$ cat src/sv/ioc_pkg.sv
// ----------------------------------------------------------------------------
// ioc_pkg: shared types, constants and microcode for the orientation filter
// Holds the control word format, the microprogram ROM, the arctangent table
// and the fixed datapath widths used by the sequencer and both datapaths.
// ----------------------------------------------------------------------------
package ioc_pkg;

  // Datapath widths fixed by the sample and result formats.
  localparam int OPW      = 17;  // sign-extended (and possibly negated) sensor word
  localparam int TAB_FRAC = 24;  // fraction bits of the CORDIC angle accumulator
  localparam int XW       = 44;  // CORDIC x/y registers: 17 + 24 bits plus growth
  localparam int ZW       = 34;  // CORDIC angle accumulator, degrees with 24 fraction bits
  localparam int ANG_W    = 32;  // stored and reported angles
  localparam int ALPHA_W  = 17;
  localparam int GAIN_W   = 24;
  localparam int PC_W     = 5;

  // Configuration register indices.
  localparam int CFG_IDX_W = 4;
  localparam logic [CFG_IDX_W-1:0] REG_ALPHA = 4'd0;
  localparam logic [CFG_IDX_W-1:0] REG_GAIN  = 4'd1;

  // Ninety degrees in accumulator format, used by the quadrant pre-rotation.
  localparam logic signed [ZW-1:0] Z90 = 34'sd1509949440;

  typedef logic [1:0] axis_t;
  localparam axis_t AX_ROLL  = 2'd0;
  localparam axis_t AX_PITCH = 2'd1;
  localparam axis_t AX_YAW   = 2'd2;

  typedef enum logic [3:0] {
    OP_NOP,
    OP_WAIT,
    OP_CLOAD,
    OP_CITER,
    OP_CSTORE,
    OP_GAIN,
    OP_INNER,
    OP_ALPHA,
    OP_BETA,
    OP_FSTORE,
    OP_EMIT
  } op_t;

  typedef enum logic [1:0] {
    H_NONE,
    H_INPUT,
    H_OUTPUT
  } hold_t;

  typedef enum logic [1:0] {
    B_NEXT,
    B_LOOP,
    B_JUMP
  } br_t;

  // One microcode word.
  typedef struct packed {
    op_t             op;
    axis_t           axis;
    hold_t           hold;
    br_t             br;
    logic [PC_W-1:0] target;
  } uword_t;

  // Control handed from the sequencer to the datapaths.
  typedef struct packed {
    op_t   op;
    axis_t axis;
  } ctl_t;

  function automatic uword_t uw(input op_t op, input axis_t ax, input hold_t h,
                                input br_t b, input logic [PC_W-1:0] t);
    uword_t w;
    w.op     = op;
    w.axis   = ax;
    w.hold   = h;
    w.br     = b;
    w.target = t;
    return w;
  endfunction

  // Microprogram: wait, three CORDIC runs, three filter updates, emit.
  function automatic uword_t ucode(input logic [PC_W-1:0] pc);
    uword_t w;
    case (pc)
      5'd0:    w = uw(OP_WAIT,   AX_ROLL,  H_INPUT,  B_NEXT, 5'd0);
      5'd1:    w = uw(OP_CLOAD,  AX_ROLL,  H_NONE,   B_NEXT, 5'd0);
      5'd2:    w = uw(OP_CITER,  AX_ROLL,  H_NONE,   B_LOOP, 5'd2);
      5'd3:    w = uw(OP_CSTORE, AX_ROLL,  H_NONE,   B_NEXT, 5'd0);
      5'd4:    w = uw(OP_CLOAD,  AX_PITCH, H_NONE,   B_NEXT, 5'd0);
      5'd5:    w = uw(OP_CITER,  AX_PITCH, H_NONE,   B_LOOP, 5'd5);
      5'd6:    w = uw(OP_CSTORE, AX_PITCH, H_NONE,   B_NEXT, 5'd0);
      5'd7:    w = uw(OP_CLOAD,  AX_YAW,   H_NONE,   B_NEXT, 5'd0);
      5'd8:    w = uw(OP_CITER,  AX_YAW,   H_NONE,   B_LOOP, 5'd8);
      5'd9:    w = uw(OP_CSTORE, AX_YAW,   H_NONE,   B_NEXT, 5'd0);
      5'd10:   w = uw(OP_GAIN,   AX_ROLL,  H_NONE,   B_NEXT, 5'd0);
      5'd11:   w = uw(OP_INNER,  AX_ROLL,  H_NONE,   B_NEXT, 5'd0);
      5'd12:   w = uw(OP_ALPHA,  AX_ROLL,  H_NONE,   B_NEXT, 5'd0);
      5'd13:   w = uw(OP_BETA,   AX_ROLL,  H_NONE,   B_NEXT, 5'd0);
      5'd14:   w = uw(OP_FSTORE, AX_ROLL,  H_NONE,   B_NEXT, 5'd0);
      5'd15:   w = uw(OP_GAIN,   AX_PITCH, H_NONE,   B_NEXT, 5'd0);
      5'd16:   w = uw(OP_INNER,  AX_PITCH, H_NONE,   B_NEXT, 5'd0);
      5'd17:   w = uw(OP_ALPHA,  AX_PITCH, H_NONE,   B_NEXT, 5'd0);
      5'd18:   w = uw(OP_BETA,   AX_PITCH, H_NONE,   B_NEXT, 5'd0);
      5'd19:   w = uw(OP_FSTORE, AX_PITCH, H_NONE,   B_NEXT, 5'd0);
      5'd20:   w = uw(OP_GAIN,   AX_YAW,   H_NONE,   B_NEXT, 5'd0);
      5'd21:   w = uw(OP_INNER,  AX_YAW,   H_NONE,   B_NEXT, 5'd0);
      5'd22:   w = uw(OP_ALPHA,  AX_YAW,   H_NONE,   B_NEXT, 5'd0);
      5'd23:   w = uw(OP_BETA,   AX_YAW,   H_NONE,   B_NEXT, 5'd0);
      5'd24:   w = uw(OP_FSTORE, AX_YAW,   H_NONE,   B_NEXT, 5'd0);
      5'd25:   w = uw(OP_EMIT,   AX_ROLL,  H_OUTPUT, B_JUMP, 5'd0);
      default: w = uw(OP_NOP,    AX_ROLL,  H_NONE,   B_JUMP, 5'd0);
    endcase
    return w;
  endfunction

  // atan(2^-i) in degrees with 24 fraction bits.
  function automatic logic [29:0] atan_deg(input logic [4:0] i);
    logic [29:0] v;
    case (i)
      5'd0:    v = 30'd754974720;
      5'd1:    v = 30'd445687602;
      5'd2:    v = 30'd235489088;
      5'd3:    v = 30'd119537938;
      5'd4:    v = 30'd60000934;
      5'd5:    v = 30'd30029717;
      5'd6:    v = 30'd15018523;
      5'd7:    v = 30'd7509720;
      5'd8:    v = 30'd3754917;
      5'd9:    v = 30'd1877466;
      5'd10:   v = 30'd938734;
      5'd11:   v = 30'd469367;
      5'd12:   v = 30'd234684;
      5'd13:   v = 30'd117342;
      5'd14:   v = 30'd58671;
      5'd15:   v = 30'd29335;
      5'd16:   v = 30'd14668;
      5'd17:   v = 30'd7334;
      5'd18:   v = 30'd3667;
      5'd19:   v = 30'd1833;
      5'd20:   v = 30'd917;
      5'd21:   v = 30'd458;
      5'd22:   v = 30'd229;
      5'd23:   v = 30'd115;
      default: v = 30'd0;
    endcase
    return v;
  endfunction

endpackage

$ cat src/sv/ioc_cordic.sv
// ----------------------------------------------------------------------------
// ioc_cordic: shared CORDIC vectoring unit
// Loads a vector with quadrant pre-rotation, runs one iteration per step and
// stores the rounded accelerometer angle of the selected axis.
// ----------------------------------------------------------------------------
module ioc_cordic #(
  parameter int CORDIC_STEPS    = 16,
  parameter int ANGLE_FRAC_BITS = 16
) (
  input  logic                              clk,
  input  ioc_pkg::ctl_t                     ctl,
  input  logic [(CORDIC_STEPS > 1 ? $clog2(CORDIC_STEPS) : 1)-1:0] iter,
  input  logic signed [ioc_pkg::OPW-1:0]    acc_x,
  input  logic signed [ioc_pkg::OPW-1:0]    acc_y,
  input  logic signed [ioc_pkg::OPW-1:0]    acc_z,
  output logic [2:0][ioc_pkg::ANG_W-1:0]    ang_o
);

  localparam int XW   = ioc_pkg::XW;
  localparam int ZW   = ioc_pkg::ZW;
  localparam int OPW  = ioc_pkg::OPW;
  localparam int TF   = ioc_pkg::TAB_FRAC;
  localparam int AW   = ioc_pkg::ANG_W;
  localparam int XPAD = XW - OPW - TF;
  localparam int SH   = TF - ANGLE_FRAC_BITS;
  localparam logic signed [ZW-1:0] RND = ZW'(64'd1 << (SH - 1));

  logic signed [XW-1:0]  x_r, y_r;
  logic signed [ZW-1:0]  z_r;
  logic                  zero_r;
  logic [2:0][AW-1:0]    ang_r;

  logic signed [OPW-1:0] xs_sel, ys_sel;
  logic signed [XW-1:0]  ld_x, ld_y, x_ld, y_ld, xsh, ysh, x_it, y_it;
  logic signed [ZW-1:0]  z_ld, z_it, tab, z_rnd;
  logic                  zero_ld;
  logic signed [AW-1:0]  res;

  always_comb begin
    // Operand pair of the axis in hand: atan2(y, x).
    case (ctl.axis)
      ioc_pkg::AX_ROLL: begin
        ys_sel = acc_y;
        xs_sel = acc_z;
      end
      ioc_pkg::AX_PITCH: begin
        ys_sel = acc_x;
        xs_sel = acc_z;
      end
      default: begin
        ys_sel = acc_x;
        xs_sel = acc_y;
      end
    endcase
    ld_x    = $signed({{XPAD{xs_sel[OPW-1]}}, xs_sel, {TF{1'b0}}});
    ld_y    = $signed({{XPAD{ys_sel[OPW-1]}}, ys_sel, {TF{1'b0}}});
    zero_ld = (xs_sel == '0) && (ys_sel == '0);

    // Turn a left half-plane vector by a quarter turn.
    if (ld_x[XW-1]) begin
      if (!ld_y[XW-1]) begin
        x_ld = ld_y;
        y_ld = -ld_x;
        z_ld = ioc_pkg::Z90;
      end else begin
        x_ld = -ld_y;
        y_ld = ld_x;
        z_ld = -ioc_pkg::Z90;
      end
    end else begin
      x_ld = ld_x;
      y_ld = ld_y;
      z_ld = '0;
    end

    // One vectoring iteration.
    xsh = x_r >>> iter;
    ysh = y_r >>> iter;
    tab = $signed({{(ZW - 30){1'b0}}, ioc_pkg::atan_deg(5'(iter))});
    if (y_r[XW-1]) begin
      x_it = x_r - ysh;
      y_it = y_r + xsh;
      z_it = z_r - tab;
    end else begin
      x_it = x_r + ysh;
      y_it = y_r - xsh;
      z_it = z_r + tab;
    end

    // Round half up to the output fraction; zero vector gives zero.
    z_rnd = (z_r + RND) >>> SH;
    res   = $signed(z_rnd[AW-1:0]);
    if (zero_r) begin
      res = '0;
    end else if (ctl.axis == ioc_pkg::AX_PITCH) begin
      res = -res;
    end
  end

  // Vector, angle and result registers.
  always_ff @(posedge clk) begin
    case (ctl.op)
      ioc_pkg::OP_CLOAD: begin
        x_r    <= x_ld;
        y_r    <= y_ld;
        z_r    <= z_ld;
        zero_r <= zero_ld;
      end
      ioc_pkg::OP_CITER: begin
        x_r <= x_it;
        y_r <= y_it;
        z_r <= z_it;
      end
      ioc_pkg::OP_CSTORE: begin
        case (ctl.axis)
          ioc_pkg::AX_ROLL:  ang_r[0] <= res;
          ioc_pkg::AX_PITCH: ang_r[1] <= res;
          default:           ang_r[2] <= res;
        endcase
      end
      default: begin
      end
    endcase
  end

  assign ang_o = ang_r;

endmodule

$ cat config.mk
export PLATFORM = sky130hd
export DESIGN_NAME = ioc_cordic
export DESIGN_NICKNAME = d
export VERILOG_FILES = /design/src/sv/ioc_pkg.sv /design/src/sv/ioc_cordic.sv
export SDC_FILE = /design/constraint.sdc
export NUM_CORES = 1
export LEC_CHECK = 0
export BUFFER_PORTS_ARGS = -buffer_cell sky130_fd_sc_hd__buf_2
export CAP_MARGIN = 5
export CORE_MARGIN = 1
export CORE_UTILIZATION = 35
export DETAILED_ROUTE_END_ITERATION = 8
export RECOVER_POWER = 25
export SLEW_MARGIN = 25
export SYNTH_ARGS = -nofsm -noshare
export SYNTH_HDL_FRONTEND = slang
export SYNTH_SLANG_ARGS = --single-unit
$ cat constraint.sdc
create_clock -name clk -period 16.8 [get_ports clk]
set_input_delay 2.52 -clock clk [delete_from_list [all_inputs] [get_ports clk]]
set_output_delay 2.52 -clock clk [all_outputs]
set_load 0.02 [all_outputs]
==> qor.yml <==
insertion_delay_ns: 0.61
syn_to_final_growth_pct: 9.67
syn_inst: 2684
finalCritPeriodShare: 0.528
hp-class: "reg2reg"
dp_hpwl_mm: 53.4
ys_warn_count: 0
ys_types: 106
antenna_left: 0
die_area_um2: 70000
slew_violations: 65
grt_max_degree: 105
grt_pass1_vias: 19938
grt_use_met2: 0.321
relSlewSlack: -0.430
ys_seq_area_frac: 0.272
place_congestion: 0.958
grt_overflow: 0
grt_use_met1: 0.263
drive_above_1_share: 0.112
grt_pass1_wl_mm: 110
synth-edff-count: 219
core_um2: 67800
wl_per_cell_um: 19.3
finalSetupViolations: 0
post_cts_resized: 0
ctsHoldBuffers: 0
cp.arrival_ns: 9.19
cts_buffers: 29
path_cells: "buf_4 > buf_4 > inv_1 > buf_4 > nor2_1 > a211oi_1 > nor3_1 > nor3b_1 > nor3b_2 > nor2_1 > xor2_1 > ha_1 > a21oi_1 > o21ai_0 > or2_2 > o21ai_0 > o221ai_1 > a41oi_1 > o211ai_1 > a41oi_1 > xor2_1 > o21ai_0"
route.vias.total: 20930
synthesis.area_um2: 24100
max_freq_mhz: 113
cp_top_family: "compound AO/OA/AOI/OAI gates"
rsz0062_at_grt: "no"
status: "complete, but fails checks"
antenna_found_initial: 0
cts_max_level: 1
busiest_layer: "met2"
worst_pin_slew_ns: 2.15
dr.pass1.iters: 6
drt_iter0_markers: 1461
skew_ns: 0.0246
start_util: 0.356
met3_usage: 0.0318
final_nets: 2960
antenna_cells: 0
async_flop_share: 0
cts_tree: "built"
die_x_um: 265
syn-mean-instance-area_um2: 8.99
path_max_fanout: 74
hold_viol_final: 0
final_cell_mix: "nor2_1, edfxtp_1, nand2_1"
via_per_inst: 5.74
io_buffers: 157
crit_slowest_cell: "buf_4"
ir_drop_uv: 76.0
die_y_um: 265
totalWireLength_mm: 70.3
crit_required_ns: 17.12
ys.flop_type: "edfxtp_1"
clock_path_buffers: 3
violations: "capacitance limit, slew limit"
fin_util: 0.391
worstPathBufferInverterCount: 4
postCtsSetupRepairBufs: 0
tns_ns: 0
endpoint_kind: "register"
final_common_cell: "nor2_1"
leakage_uw: 0.0101
clock-sinks: 219
slowest_delay_ns: 0.77
cp-start-kind: "input pin"
io_pins: 158
cts_root_buffer: "clkbuf_16"
max-cap-violations: 2
syn-num-nets: 2890
drc: 0
clk_pin_slew_ns: 0.06
power.density_nw_per_um2: 76.7
worstSetupPathType: "in2reg"
rows: 95
grtUsageTotal: 0.195
ys_seq_elements: 219
min_period_ns: 8.87
==> final timing paths <==
check	start	to	slack [ns]	depth (start not counted)
hold / removal	y_r[0]	y_r[0]	0.74	2
setup reg to reg	x_r[14]	y_r[43]	10.77	20
setup / recovery	iter[3]	z_r[32]	7.93	22
hold reg to reg	y_r[0]	y_r[0]	0.74	2
==> state kept, by name (all words and copies together), names as in the netlist <==
signal  count
ang_o      96
x_r        44
y_r        44
z_r        34
zero_r      1
==> area by class of cell <==
| cell class | instances | area [um^2] |
|---|---|---|
| flip-flops and latches | 219 | 6580 |
| clock buffers | 29 | 726 |
| inverters | 59 | 221 |
| well taps | 873 | 1090 |
| clock inverters | 24 | 267 |
| fillers | 6901 | 41300 |
| repair buffers | 182 | 911 |
| multi-input cells | 2263 | 16700 |
==> Yosys cell counts, types with 13 or more instances <==
master	n	area share
nand2b_1	22	0.0057
or3_1	21	0.0054
ha_1	141	0.073
and2_1	27	0.0070
nor2_1	292	0.045
buf_1	20	0.0031
o211ai_1	23	0.0072
nor3_1	61	0.013
a211oi_1	46	0.014
mux4_2	68	0.063
a21oi_1	208	0.043
buf_2	23	0.0048
edfxtp_1	219	0.27
o21bai_1	18	0.0056
nand3_1	51	0.011
and3_1	36	0.0093
mux2_2	29	0.014
o22ai_1	13	0.0034
xor2_1	98	0.036
mux2i_1	132	0.055
nand4_1	27	0.0070
inv_1	56	0.0087
xnor2_1	175	0.063
nor2b_1	31	0.0080
nand2_1	213	0.033
a21o_1	80	0.025
clkbuf_1	81	0.013
a31oi_1	49	0.013
o21ai_0	154	0.032
o21a_1	31	0.0096
==> worst reg2reg max path, cell delays in order (launching register included) <==
cell and delay (ns):
edfxtp_1 0.56, mux2_1 0.38, a22oi_1 0.24, o21ai_0 0.16, o21ai_0 0.28, ha_1 0.27
o21ai_1 0.14, or3_4 0.43, nor2_1 0.29, a21oi_1 0.13, xnor2_1 0.15, ha_1 0.37
and3_1 0.26, nand4_1 0.12, or3_1 0.41, o2111a_1 0.25, a211oi_1 0.60, a221o_1 0.33
a31oi_1 0.11, xor3_1 0.21, o21ai_1 0.05
==> through the flow <==
step	std cells	hold slack (ns)	total power, uW	worst slack [ns]	cell area, um^2
6_report	3649	0.736	2030	7.93	26500
5_1_grt	3649	0.757	2150	7.36	26500
4_1_cts	3648	0.738	2040	7.97	26600
3_5_place_dp	3595	0.727	1370	7.36	25600
3_3_place_gp	3595	0.701	1380	7.41	25600
2_1_floorplan	2684	0.616	1220	2.22	24100
==> layer usage <==
layer  wire [um]  part of all wire
met1       31600              0.45
met2       32300              0.46
met3        4750             0.068
met4        1730             0.025
met5           0                 0
==> power by group <==
part | internal (uW) | switching [uW] | total, uW | leakage [uW]
sequential | 616 | 20.4 | 636 | 0.00203
combinational | 309 | 429 | 738 | 0.00756
clock | 381 | 275 | 656 | 0.000488
==> cells by family (layout without fill, tap and decap cells) <==
family | count (synthesis) | count (layout) | synth area share
buf+inv | 202 | 294 | 0.0380
flops | 219 | 219 | 0.272
fa+ha+maj | 144 | 144 | 0.0756
simple gates | 848 | 848 | 0.168
xor+xnor | 274 | 274 | 0.100
mux | 244 | 244 | 0.144
compound gates | 753 | 753 | 0.202
Power figures use the tool's default switching activity.
