File: src/sv/ioc_pkg.sv
// ----------------------------------------------------------------------------
// ioc_pkg: shared types, constants and microcode for the orientation filter
// Holds the control word format, the microprogram ROM, the arctangent table
// and the fixed datapath widths used by the sequencer and both datapaths.
// ----------------------------------------------------------------------------
package ioc_pkg;

  // Datapath widths fixed by the sample and result formats.
  localparam int OPW      = 17;  // sign-extended (and possibly negated) sensor word
  localparam int TAB_FRAC = 24;  // fraction bits of the CORDIC angle accumulator
  localparam int XW       = 44;  // CORDIC x/y registers: 17 + 24 bits plus growth
  localparam int ZW       = 34;  // CORDIC angle accumulator, degrees with 24 fraction bits
  localparam int ANG_W    = 32;  // stored and reported angles
  localparam int ALPHA_W  = 17;
  localparam int GAIN_W   = 24;
  localparam int PC_W     = 5;

  // Configuration register indices.
  localparam int CFG_IDX_W = 4;
  localparam logic [CFG_IDX_W-1:0] REG_ALPHA = 4'd0;
  localparam logic [CFG_IDX_W-1:0] REG_GAIN  = 4'd1;

  // Ninety degrees in accumulator format, used by the quadrant pre-rotation.
  localparam logic signed [ZW-1:0] Z90 = 34'sd1509949440;

  typedef logic [1:0] axis_t;
  localparam axis_t AX_ROLL  = 2'd0;
  localparam axis_t AX_PITCH = 2'd1;
  localparam axis_t AX_YAW   = 2'd2;

  typedef enum logic [3:0] {
    OP_NOP,
    OP_WAIT,
    OP_CLOAD,
    OP_CITER,
    OP_CSTORE,
    OP_GAIN,
    OP_INNER,
    OP_ALPHA,
    OP_BETA,
    OP_FSTORE,
    OP_EMIT
  } op_t;

  typedef enum logic [1:0] {
    H_NONE,
    H_INPUT,
    H_OUTPUT
  } hold_t;

  typedef enum logic [1:0] {
    B_NEXT,
    B_LOOP,
    B_JUMP
  } br_t;

  // One microcode word.
  typedef struct packed {
    op_t             op;
    axis_t           axis;
    hold_t           hold;
    br_t             br;
    logic [PC_W-1:0] target;
  } uword_t;

  // Control handed from the sequencer to the datapaths.
  typedef struct packed {
    op_t   op;
    axis_t axis;
  } ctl_t;

  function automatic uword_t uw(input op_t op, input axis_t ax, input hold_t h,
                                input br_t b, input logic [PC_W-1:0] t);
    uword_t w;
    w.op     = op;
    w.axis   = ax;
    w.hold   = h;
    w.br     = b;
    w.target = t;
    return w;
  endfunction

  // Microprogram: wait, three CORDIC runs, three filter updates, emit.
  function automatic uword_t ucode(input logic [PC_W-1:0] pc);
    uword_t w;
    case (pc)
      5'd0:    w = uw(OP_WAIT,   AX_ROLL,  H_INPUT,  B_NEXT, 5'd0);
      5'd1:    w = uw(OP_CLOAD,  AX_ROLL,  H_NONE,   B_NEXT, 5'd0);
      5'd2:    w = uw(OP_CITER,  AX_ROLL,  H_NONE,   B_LOOP, 5'd2);
      5'd3:    w = uw(OP_CSTORE, AX_ROLL,  H_NONE,   B_NEXT, 5'd0);
      5'd4:    w = uw(OP_CLOAD,  AX_PITCH, H_NONE,   B_NEXT, 5'd0);
      5'd5:    w = uw(OP_CITER,  AX_PITCH, H_NONE,   B_LOOP, 5'd5);
      5'd6:    w = uw(OP_CSTORE, AX_PITCH, H_NONE,   B_NEXT, 5'd0);
      5'd7:    w = uw(OP_CLOAD,  AX_YAW,   H_NONE,   B_NEXT, 5'd0);
      5'd8:    w = uw(OP_CITER,  AX_YAW,   H_NONE,   B_LOOP, 5'd8);
      5'd9:    w = uw(OP_CSTORE, AX_YAW,   H_NONE,   B_NEXT, 5'd0);
      5'd10:   w = uw(OP_GAIN,   AX_ROLL,  H_NONE,   B_NEXT, 5'd0);
      5'd11:   w = uw(OP_INNER,  AX_ROLL,  H_NONE,   B_NEXT, 5'd0);
      5'd12:   w = uw(OP_ALPHA,  AX_ROLL,  H_NONE,   B_NEXT, 5'd0);
      5'd13:   w = uw(OP_BETA,   AX_ROLL,  H_NONE,   B_NEXT, 5'd0);
      5'd14:   w = uw(OP_FSTORE, AX_ROLL,  H_NONE,   B_NEXT, 5'd0);
      5'd15:   w = uw(OP_GAIN,   AX_PITCH, H_NONE,   B_NEXT, 5'd0);
      5'd16:   w = uw(OP_INNER,  AX_PITCH, H_NONE,   B_NEXT, 5'd0);
      5'd17:   w = uw(OP_ALPHA,  AX_PITCH, H_NONE,   B_NEXT, 5'd0);
      5'd18:   w = uw(OP_BETA,   AX_PITCH, H_NONE,   B_NEXT, 5'd0);
      5'd19:   w = uw(OP_FSTORE, AX_PITCH, H_NONE,   B_NEXT, 5'd0);
      5'd20:   w = uw(OP_GAIN,   AX_YAW,   H_NONE,   B_NEXT, 5'd0);
      5'd21:   w = uw(OP_INNER,  AX_YAW,   H_NONE,   B_NEXT, 5'd0);
      5'd22:   w = uw(OP_ALPHA,  AX_YAW,   H_NONE,   B_NEXT, 5'd0);
      5'd23:   w = uw(OP_BETA,   AX_YAW,   H_NONE,   B_NEXT, 5'd0);
      5'd24:   w = uw(OP_FSTORE, AX_YAW,   H_NONE,   B_NEXT, 5'd0);
      5'd25:   w = uw(OP_EMIT,   AX_ROLL,  H_OUTPUT, B_JUMP, 5'd0);
      default: w = uw(OP_NOP,    AX_ROLL,  H_NONE,   B_JUMP, 5'd0);
    endcase
    return w;
  endfunction

  // atan(2^-i) in degrees with 24 fraction bits.
  function automatic logic [29:0] atan_deg(input logic [4:0] i);
    logic [29:0] v;
    case (i)
      5'd0:    v = 30'd754974720;
      5'd1:    v = 30'd445687602;
      5'd2:    v = 30'd235489088;
      5'd3:    v = 30'd119537938;
      5'd4:    v = 30'd60000934;
      5'd5:    v = 30'd30029717;
      5'd6:    v = 30'd15018523;
      5'd7:    v = 30'd7509720;
      5'd8:    v = 30'd3754917;
      5'd9:    v = 30'd1877466;
      5'd10:   v = 30'd938734;
      5'd11:   v = 30'd469367;
      5'd12:   v = 30'd234684;
      5'd13:   v = 30'd117342;
      5'd14:   v = 30'd58671;
      5'd15:   v = 30'd29335;
      5'd16:   v = 30'd14668;
      5'd17:   v = 30'd7334;
      5'd18:   v = 30'd3667;
      5'd19:   v = 30'd1833;
      5'd20:   v = 30'd917;
      5'd21:   v = 30'd458;
      5'd22:   v = 30'd229;
      5'd23:   v = 30'd115;
      default: v = 30'd0;
    endcase
    return v;
  endfunction

endpackage

File: src/sv/ioc_useq.sv
// ----------------------------------------------------------------------------
// ioc_useq: microcode sequencer
// Step counter over the microprogram ROM with hold conditions on the input
// and output handshakes and a counted loop for the CORDIC iterations.
// ----------------------------------------------------------------------------
module ioc_useq #(
  parameter int CORDIC_STEPS = 16
) (
  input  logic                clk,
  input  logic                rst_n,
  input  logic                in_valid,
  input  logic                out_free,
  output ioc_pkg::ctl_t       ctl_o,
  output logic [(CORDIC_STEPS > 1 ? $clog2(CORDIC_STEPS) : 1)-1:0] iter_o
);

  localparam int ITER_W = (CORDIC_STEPS > 1) ? $clog2(CORDIC_STEPS) : 1;
  localparam int PCW    = ioc_pkg::PC_W;
  localparam logic [ITER_W-1:0] ITER_LAST = ITER_W'(CORDIC_STEPS - 1);

  logic [PCW-1:0]    pc_r, pc_nxt;
  logic [ITER_W-1:0] iter_r, iter_nxt;
  ioc_pkg::uword_t   word;
  logic              stall;

  // Step counter and loop counter.
  always_ff @(posedge clk) begin
    if (!rst_n) begin
      pc_r   <= '0;
      iter_r <= '0;
    end else begin
      pc_r   <= pc_nxt;
      iter_r <= iter_nxt;
    end
  end

  // Fetch the current word and work out the next step.
  always_comb begin
    word  = ioc_pkg::ucode(pc_r);
    stall = ((word.hold == ioc_pkg::H_INPUT) && !in_valid) ||
            ((word.hold == ioc_pkg::H_OUTPUT) && !out_free);
    pc_nxt   = pc_r;
    iter_nxt = iter_r;
    if (!stall) begin
      case (word.br)
        ioc_pkg::B_NEXT: begin
          pc_nxt = pc_r + PCW'(1);
        end
        ioc_pkg::B_JUMP: begin
          pc_nxt = word.target;
        end
        ioc_pkg::B_LOOP: begin
          if (iter_r == ITER_LAST) begin
            pc_nxt   = pc_r + PCW'(1);
            iter_nxt = '0;
          end else begin
            pc_nxt   = word.target;
            iter_nxt = iter_r + ITER_W'(1);
          end
        end
        default: begin
          pc_nxt = '0;
        end
      endcase
    end
  end

  assign ctl_o.op   = word.op;
  assign ctl_o.axis = word.axis;
  assign iter_o     = iter_r;

endmodule

File: config.mk
export PLATFORM = sky130hd
export DESIGN_NAME = ioc_useq
export DESIGN_NICKNAME = d
export VERILOG_FILES = /design/src/sv/ioc_pkg.sv /design/src/sv/ioc_useq.sv
export SDC_FILE = /design/constraint.sdc
export NUM_CORES = 1
export LEC_CHECK = 0
export ABC_AREA = 1
export ABC_CLOCK_PERIOD_IN_PS = 5740
export BUFFER_PORTS_ARGS = -buffer_cell sky130_fd_sc_hd__buf_4
export CORE_ASPECT_RATIO = 0.9
export CORE_MARGIN = 5
export CORE_UTILIZATION = 40
export CTS_CLUSTER_DIAMETER = 100
export DETAILED_ROUTE_END_ITERATION = 7
export GPL_TIMING_DRIVEN = 0
export PLACE_DENSITY = 0.65
export SLEW_MARGIN = 0
export SYNTH_ARGS = -nofsm -noshare
export SYNTH_HDL_FRONTEND = slang
export SYNTH_SLANG_ARGS = --single-unit
File: constraint.sdc
create_clock -name clk -period 5.74 [get_ports clk]
set_input_delay 0.861 -clock clk [delete_from_list [all_inputs] [get_ports clk]]
set_output_delay 0.861 -clock clk [all_outputs]
set_load 0.02 [all_outputs]
==> reports/qor.yml, run 1 <==
critical_path:
  critPathRequiredTime_ps: 5960
  startpoint_type: "input port"
  worstSetupPathType: "input port to register"
  cp_max_fo: 10
  endpoint_kind: "register"
  worstPathArrival_ps: 2820
routing:
  wirelength_um: 2920
  viasPerCell: 4.69
  dr.first_iter.drc_count: 71
  drc: 0
  vias: 1289
  wl_per_cell_um: 10.6
  ant_nets: 0
  dr.pass1.iters: 4
clock_network:
  clockBufferDepth: 2
  htreeDepth: 1
  cts_buffers: 3
  ctsResizeCount: 0
  path_clk_slew_ps: 80
  clk_latency_ps: 270
  postCtsSetupBuffers: 0
  ctsHoldBuffers: 0
  clock_sink_count: 22
  root_buffer: "clkbuf_8"
  cts_tree: "built"
yosys:
  synth-edff-count: 0
  syn_nets: 227
  ys_seq_area_share_pct: 30.9
  synthFlopType: "dfxtp_1"
  syn-instance-count: 214
  avgSynthCellArea_um2: 6.67
  yosys_warnings: 0
  async_flop_share_pct: 0
  synth_area_mm2: 0.00143
  ys_seq_elements: 22
  synth_cell_type_count: 26
finish:
  fillers: 379
  nets: 245
  drive_gt1_share_pct: 16.9
  area_growth_pct: 14.5
  final-instance-count-excl-fill: 275
  num_antenna_cells: 0
die:
  die_h_um: 66.7
  die_area_mm2: 0.00487
  num_io_pins: 14
  die_w_um: 73.0
  fp-row-count: 20
  start_util_pct: 41.9
  core_mm2: 0.00340
status:
  status: "finished, final reports clean"
timing:
  setup_ws_ps: 3140
  min_period_ps: 2600
  rsz0062_at_grt: "no"
  relSlewSlack_pct: 67.0
  clock_skew_ps: 1.64
  tightest_slew_ps: 495
  slew_viol_final: 0
  hold_viol_final: 0
  finalSetupTns_ps: 0
  min_period_over_period_pct: 45.3
  finalSetupViolations: 0
  max_freq_mhz: 385
power:
  total_power_uw: 691
  p_leak_nw: 0.876
  power_density_mw_per_mm2: 422
  ir_drop_mv: 0.125
global_routing:
  grt_pass1_vias: 1170
  use_met2_pct: 18.7
  grt_overflow: 0
  met1_usage_pct: 19.4
  busiest_layer: "met1"
  grt_pass1_wl_um: 5120
  grt_util_all_layers_pct: 13.3
  grt_max_degree: 13
  antenna_found_initial: 0
  met3_usage_pct: 1.66
place:
  place_ws_ps: 2840
  gp_congestion: 0.927
  port_buffers: 13
  place_inst: 271
  post-dp-hpwl_um: 2340
flow_run:
  drv_cap: 0
hold_path:
  hold_class: "register to register"
cells by family after synthesis:
kind of cell | share of synthesized area, %
DFF | 30.8
adders and majority gates | 7.89
buffers and inverters | 14.2
and+or+nand+nor | 41.1
AOI/OAI and AO/OA | 5.96
final timing paths:
check / end / from / slack, ps / cells after the start
max: word[12]$_DFF_P_ / out_free / 3140 / 15
min: iter_o[1]$_SDFFE_PN0P_ / iter_o[1]$_SDFFE_PN0P_ / 500 / 2
max reg2reg: word[12]$_DFF_P_ / iter_o[1]$_SDFFE_PN0P_ / 3330 / 15
min reg2reg: iter_o[1]$_SDFFE_PN0P_ / iter_o[1]$_SDFFE_PN0P_ / 500 / 2
final cells by class:
cell class                 count  area, µm²  share of cell area [%]
buffer                         9       71.3                    4.36
multi-input combinational    148        785                    48.0
sequential                    22        440                    26.9
inverter                      35        131                    8.03
clock buffer                   4       55.1                    3.37
timing repair buffer          13       97.6                    5.97
tap                           44       55.1                    3.37
stage by stage:
step	area [µm²]	hold WS, ps	utilization [%]
floorplan	1430	547	-
CTS	1640	505	48.1
global placement	1580	478	46.4
detailed placement	1580	492	46.4
global route	1640	533	48.1
finish	1640	502	48.1
sequential cells by signal (all words and copies together), names as in the netlist:
signal / cells
iter_o: 4
pc_r: 5
word: 13
worst max-delay path: stages:
cell and delay [ps]:
buf_4 100, o21ai_0 130, nand2_1 130, buf_6 160, or2_0 210, nand3_2 180, inv_1 170, ha_1 350
inv_1 100, nand4_1 130, nand2_1 110, nand2_1 50, nand2_1 70, inv_1 30, nand2_1 40
synthesized netlist by cell type, types with 2 or more instances:
library cell  count  area share (%)
nand3_1          21             7.4
inv_1            33             8.7
inv_2             2            0.53
a21oi_1           5             1.8
ha_1              9             7.9
nand4_1           7             3.1
buf_6             2             1.6
dfxtp_1          22              31
o21ai_0           7             2.5
nand2_2           3             1.3
nor2_1           13             3.4
o21ai_1           2            0.70
nor3_1            2            0.70
buf_4             6             3.2
nand3_2           4             2.8
nor2_2            2            0.88
or2_0             2            0.88
nand2_1          64              17
per-layer routing:
metal | part of all wire (%) | vias up
li1 | - | 705
met4 | 2.0 | 0
met2 | 41 | 28
met3 | 5.2 | 5
met1 | 52 | 551
met5 | 0 | -
power by group:
| group | switching (mW) | total (mW) | internal, mW |
|---|---|---|---|
| Clock | 0.0513 | 0.113 | 0.0612 |
| Sequential | 0.0210 | 0.213 | 0.192 |
| Combinational | 0.228 | 0.365 | 0.137 |
| Total | 0.300 | 0.691 | 0.391 |
cells in the final DEF (no fill, tap or decap), drive strengths merged, types with 2 or more instances in the layout:
master and count:
nand2 67, inv 35, nand3 26, dfxtp 22
buf 21, nor2 16, ha 9, o21ai 9
nand4 8, a21oi 5, clkbuf 5, or2 2
nor3 2
Note: power is estimated with default switching activity, not from simulation.
==> inputs of run 2 (changes only) <==
Settings changed: ABC_CLOCK_PERIOD_IN_PS 5740 to 2100, PLACE_DENSITY 0.65 to 0.67.
Clock period 5.74 ns to 2.1 ns, I/O delays scaled along.
==> run 2 against run 1 <==
  * Die area did not move
  * Cell area is 9.3% higher
  * Sequential power rose to 2.8 times the previous value
  * Setup slack worse by 3000 ps
  * Largest power group unchanged
  * Flip-flop and latch count unchanged
  * Clock power grew 130%
==> reports/qor.yml, run 2 (same netlist as run 1, synthesis figures left out) <==
power:
  p_sw_uw: 912  # +200%
  p_clk_share_pct: 12.3  # -4.0 points
  power_density_mw_per_mm2: 1170  # +180%
  ir_drop_mv: 0.417  # +230%
  swShare_pct: 43.6  # +0.19 points
  p_comb_share_pct: 59.0  # +6.2 points
  p_int_mw: 1.18  # +200%
  p_leak_nw: 0.921  # +5.1%
  pwr-share-seq_pct: 28.7  # -2.2 points
place:
  post-dp-hpwl_um: 2360  # +0.88%
  place_inst: 271  # unchanged
  port_buffers: 13  # unchanged
  gp_congestion: 0.921  # -0.68%
die:
  die_area_mm2: 0.00487  # unchanged
  die_h_um: 66.7  # unchanged
  die_w_um: 73.0  # unchanged
  num_io_pins: 14  # unchanged
  core_mm2: 0.00340  # unchanged
  fp-row-count: 20  # unchanged
  start_util_pct: 41.9  # unchanged
clock_network:
  cts_buffers: 3  # unchanged
  path_clk_slew_ps: 70  # about the same
  clk_latency_ps: 260  # about the same
  ctsHoldBuffers: 0  # unchanged
  root_buffer: "clkbuf_8"
  htreeDepth: 1  # unchanged
  cts_tree: "built"
  clock_sink_count: 22  # unchanged
  clockBufferDepth: 2  # unchanged
finish:
  drive_gt1_share_pct: 28.2  # +11 points
  nets: 256  # +4.5%
  num_antenna_cells: 0  # unchanged
  fillers: 339  # -11%
  final_common_cell: "nand2_1"
  area_growth_pct: 25.2
  largest_reg_flops: 13  # unchanged
  post-route-util_pct: 52.5  # +4.5 points
  final_cell_mix: "nand2_1 (61), inv_1 (29), buf_4 (28)"
  final-instance-count-excl-fill: 285  # +3.6%
timing:
  tightest_slew_ps: 543  # +47.9 ps
  rsz0062_at_grt: "yes"
  slew_viol_final: 0  # unchanged
  finalSetupViolations: 0  # unchanged
  max_freq_mhz: 510
  finalSetupTns_ps: 0  # unchanged
  relSlewSlack_pct: 63.8  # -3.2 points
  hold_viol_final: 0  # unchanged
  clock_skew_ps: 1.04  # -0.594 ps
  min_period_ps: 1960
  min_period_over_period_pct: 93.3
global_routing:
  grt_pass1_wl_um: 5290  # +3.2%
  grt_pass1_vias: 1146  # -2.1%
  grt_util_all_layers_pct: 13.8  # +0.53 points
  antenna_found_initial: 0  # unchanged
  grt_overflow: 0  # unchanged
  grt_max_degree: 12  # -1
critical_path:
  cp_max_fo: 8  # -2
  r2r_slack_ps: 140  # -3190 ps
  timing.rr.start: "word[7]$_SDFF_PP0_"
  worstSetupPathType: "register to register"
  critPathRequiredTime_ps: 2260  # -3700 ps
  endpoint_kind: "register"
  rr_endpoint: "word[14]$_DFF_P_"
  crit_start: "word[7]$_SDFF_PP0_"
  ff2ff_path_depth: 14  # -1
  worstPathArrival_ps: 2120  # -700 ps
  startpoint_type: "register"
routing:
  dr.pass1.iters: 4  # unchanged
  viasPerCell: 4.96  # +5.8%
  wl_per_cell_um: 11.4  # +7.6%
  dr.first_iter.drc_count: 96  # +35%
  wirelength_um: 3260  # +12%
  vias: 1413  # +9.6%
  ant_nets: 0  # unchanged
  drc: 0  # unchanged
status:
  status: "finished, final reports clean"
flow_run:
  drv_cap: 0  # unchanged
hold_path:
  worstHoldStart: "rst_n"
  whs_path_depth: 3  # +1
  hold_class: "input port to register"
  min_to: "pc_r[1]$_SDFFE_PN0N_"
[run 2: cell types whose count changed in the layout (fill, tap and decap cells not counted), moves of 3 or more]
cell,delta
nand2_1,-3
nand2_2,+3
dfxtp_2,+3
inv_1,-4
ha_1,-3
buf_4,+9
dfxtp_1,-4
[run 2: what timing repair did]
item | in CTS | in global routing
buffers inserted | 1 | 9
gates resized for setup | 4 | 24
cloned | 0 | 1
hold endpoints to repair | 0 | 0
pin swaps | 1 | 6
endpoints found under the setup margin | 4 | 8
[run 2: routing by layer]
| layer | global-route usage (%) | wire length, µm |
|---|---|---|
| met5 | 0 | 0 |
| met4 | 5.53 | 19 |
| met3 | 1.96 | 122 |
| met2 | 19.1 | 1480 |
| met1 | 20.8 | 1640 |
[run 2: how the worst max path moves through the flow]
stage	to	depth (start not counted)
global placement	word[12]$_DFF_P_	15
CTS	word[12]$_DFF_P_	14
global route	word[14]$_DFF_P_	14
detailed placement	word[12]$_DFF_P_	15
finish	word[14]$_DFF_P_	14
floorplan	word[12]$_DFF_P_	15
[run 2: layout make-up]
cell class / count / area, µm² / area share (%)
Inverter: 35 / 139 / 7.77
Clock buffer: 3 / 41.3 / 2.31
Sequential cell: 22 / 448 / 25.1
Buffer: 9 / 71.3 / 3.99
Timing Repair Buffer: 24 / 181 / 10.1
Tap cell: 44 / 55.1 / 3.08
Multi-Input combinational cell: 148 / 852 / 47.7
[run 2: power groups by stage]
stage	Sequential (mW)	Combinational, mW	Clock [mW]
floorplan	0.596	0.756	0
global placement	0.595	0.985	0
detailed placement	0.598	0.996	0
CTS	0.588	1.04	0.268
global route	0.616	1.39	0.280
finish	0.600	1.23	0.257
[run 2: critical path: stages (launching register included)]
cell and delay [ps]:
dfxtp_2 330, inv_1 40, o21ai_2 130, nand2_2 100, buf_6 140, or2_4 230, nand3_4 150, inv_2 60
ha_2 170, inv_2 60, nand4_1 160, nand3_1 120, nand2_1 50, nand2_1 50, nand2_1 40
[run 2: through the flow]
step | worst slack [ps] | area (µm²) | power, mW | hold WS [ps]
2_1_floorplan | 77.8 | 1430 | 1.35 | 493
3_3_place_gp | -191 | 1590 | 1.58 | 461
3_5_place_dp | -250 | 1590 | 1.59 | 478
4_1_cts | 1.68 | 1650 | 1.90 | 411
5_1_grt | -29.0 | 1790 | 2.28 | 428
6_report | 141 | 1790 | 2.09 | 423
==> inputs of run 3 (changes only) <==
Settings changed: CORE_ASPECT_RATIO 0.9 to 1.25.
==> run 3 against run 2 <==
  * Flip-flop and latch count is the same
  * Die area grew 0.12%
  * Maximum frequency shrank 1.5%
  * Wire length shrank 0.15%
  * First-iteration DRC count shrank 32%
  * Clock-buffer cell count is the same
  * Setup slack lost 29 ps
  * Hold slack gained 5.1 ps
  * Clock power is essentially flat
  * Cell count shrank 1.8%
  * Register-to-register slack lost 30 ps
  * Sequential share of layout area grew 0.30 points
==> reports/qor.yml, run 3 (same netlist as run 1, synthesis figures left out) <==
status:
  status: "finished, final reports clean"
routing:
  wl_per_cell_um: 11.6  # +1.6%
  wirelength_um: 3250  # -0.15%
  vias: 1413  # unchanged
  drc: 0  # unchanged
  dr.first_iter.drc_count: 65  # -32%
  dr.pass1.iters: 4  # unchanged
  ant_nets: 0  # unchanged
  viasPerCell: 5.05  # +1.8%
critical_path:
  slowest_delay_ps: 330  # about the same
  crit_chain: "inv_1, o21ai_2, nand2_2, buf_6, or2_1, nand3_4, inv_2, ha_1, inv_2, nand4_1, nand3_1, nand2_1, nand2_1, nand2_1"
  worstSetupPathType: "register to register"
  critPathTopFamily: "simple AND/OR/NAND/NOR gates"
  critPathSlowestCell: "dfxtp_1"
  endpoint_kind: "register"
  worstPathArrival_ps: 2150  # +30 ps
  cpMostUsedCell: "nand2_1"
  ff2ff_path_depth: 14  # unchanged
  r2r_slack_ps: 110  # -30 ps
  rr_endpoint: "word[14]$_DFF_P_"
  startpoint_type: "register"
  critPathRequiredTime_ps: 2260  # about the same
  crit_buf_inv: 4  # unchanged
  cp_max_fo: 10  # +2
  timing.rr.start: "word[7]$_SDFF_PP0_"
timing:
  relSlewSlack_pct: 62.5  # -1.3 points
  clock_skew_ps: 6.73  # +5.69 ps
  hold_viol_final: 0  # unchanged
  finalSetupViolations: 0  # unchanged
  fin_hold_ws_ps: 428  # +5.13 ps
  min_period_ps: 1990  # +29.2 ps
  min_period_over_period_pct: 94.7  # +1.4 points
  tightest_slew_ps: 562  # +19.6 ps
  finalSetupTns_ps: 0  # unchanged
  slew_viol_final: 0  # unchanged
  max_freq_mhz: 503  # -1.5%
die:
  die_area_mm2: 0.00487  # +0.12%
  fp-row-count: 24  # +20%
  die_w_um: 63.4  # -13%
  die_h_um: 76.8  # +15%
  start_util_pct: 41.0  # -0.96 points
  num_io_pins: 14  # unchanged
  core_mm2: 0.00348  # +2.4%
clock_network:
  clock_sink_count: 22  # unchanged
  cts_tree: "built"
  clockBufferDepth: 2  # unchanged
  cts_buffers: 3  # unchanged
  ctsHoldBuffers: 0  # unchanged
  path_clk_slew_ps: 80  # about the same
  root_buffer: "clkbuf_8"
  htreeDepth: 1  # unchanged
  clk_latency_ps: 260  # about the same
finish:
  multi_input_area_um2: 843  # -1.0%
  register_area_um2: 449  # +0.28%
  num_antenna_cells: 0  # unchanged
  fillers: 332  # -2.1%
  largest_reg_flops: 13  # unchanged
  final_common_cell: "nand2_1"
  final-instance-count-excl-fill: 280  # -1.8%
  drive_gt1_share_pct: 26.1  # -2.1 points
  postLayoutCellArea_mm2: 0.00177  # -0.91%
  final_cell_mix: "nand2_1 (62), inv_1 (29), buf_4 (29)"
  area_growth_pct: 24.1
  post-route-util_pct: 50.9  # -1.7 points
  nets: 256  # unchanged
global_routing:
  grt_pass1_vias: 1318  # +15%
  grt_overflow: 0  # unchanged
  antenna_found_initial: 0  # unchanged
  grt_pass1_wl_um: 5500  # +4.0%
  grt_max_degree: 12  # unchanged
  grt_util_all_layers_pct: 13.4  # -0.41 points
place:
  gp_congestion: 0.888  # -3.6%
  place_area_mm2: 0.00158  # -0.39%
  place_inst: 266  # -1.8%
  port_buffers: 13  # unchanged
  post-dp-hpwl_um: 2440  # +3.1%
power:
  p_leak_nw: 0.924  # +0.33%
  power_density_mw_per_mm2: 1150  # -1.4%
  ir_drop_mv: 0.686  # +65%
hold_path:
  hold_class: "input port to register"
  min_to: "pc_r[1]$_SDFFE_PN0N_"
  worstHoldStart: "rst_n"
  whs_path_depth: 3  # unchanged
flow_run:
  drv_cap: 0  # unchanged
==> run 3: stage by stage <==
step	worst slack [ps]	total power, mW
2_1_floorplan	77.8	1.35
3_3_place_gp	-224	1.58
3_5_place_dp	-238	1.60
4_1_cts	8.59	1.92
5_1_grt	-28.1	2.23
6_report	112	2.04
==> run 3: cell type report <==
type | count | area share, %
Buffer | 9 | 4.03
Multi-Input combinational cell | 148 | 47.6
Tap cell | 39 | 2.75
Inverter | 35 | 7.56
Timing Repair Buffer | 24 | 10.4
Clock buffer | 3 | 2.33
Sequential cell | 22 | 25.4
==> run 3: what timing repair did <==
action	4_1_cts	5_1_grt
setup buffers	4	7
pin swaps	2	7
endpoints found under the setup margin	6	8
gates resized for setup	4	17
==> run 3: where the power goes <==
| group | internal [mW] | leakage (nW) | switching [mW] |
|---|---|---|---|
| sequential | 0.531 | 0.182 | 0.0590 |
| clock | 0.128 | 0.0216 | 0.130 |
| combinational | 0.492 | 0.720 | 0.703 |
| total | 1.15 | 0.924 | 0.892 |
==> run 3: worst register-to-register path: stages (launching register included) <==
cell	delay, ps
dfxtp_1	330
inv_1	50
o21ai_2	110
nand2_2	90
buf_6	150
or2_1	240
nand3_4	130
inv_2	60
ha_1	180
inv_2	70
nand4_1	150
nand3_1	150
nand2_1	60
nand2_1	60
nand2_1	50
==> run 3: worst max path at each step <==
stage / to / cells after the start / startpoint / slack, ps
after floorplan: word[12]$_DFF_P_ / 15 / iter_o[1]$_SDFFE_PN0P_ / 80
after detailed placement: word[12]$_DFF_P_ / 15 / out_free / -240
after global placement: word[12]$_DFF_P_ / 15 / out_free / -220
after global routing: word[11]$_DFF_P_ / 13 / word[5]$_SDFF_PP0_ / -30
after CTS: word[12]$_DFF_P_ / 15 / word[7]$_SDFF_PP0_ / 9
final: word[14]$_DFF_P_ / 14 / word[7]$_SDFF_PP0_ / 110
==> run 3: layer usage <==
layer | track usage [%] | vias up | wire (µm)
met2 | 25.1 | 17 | 1710
met3 | 2.19 | 4 | 75
met4 | 4.16 | 0 | 47
met1 | 14.9 | 665 | 1420
met5 | 0 | - | 0
li1 | - | 727 | -
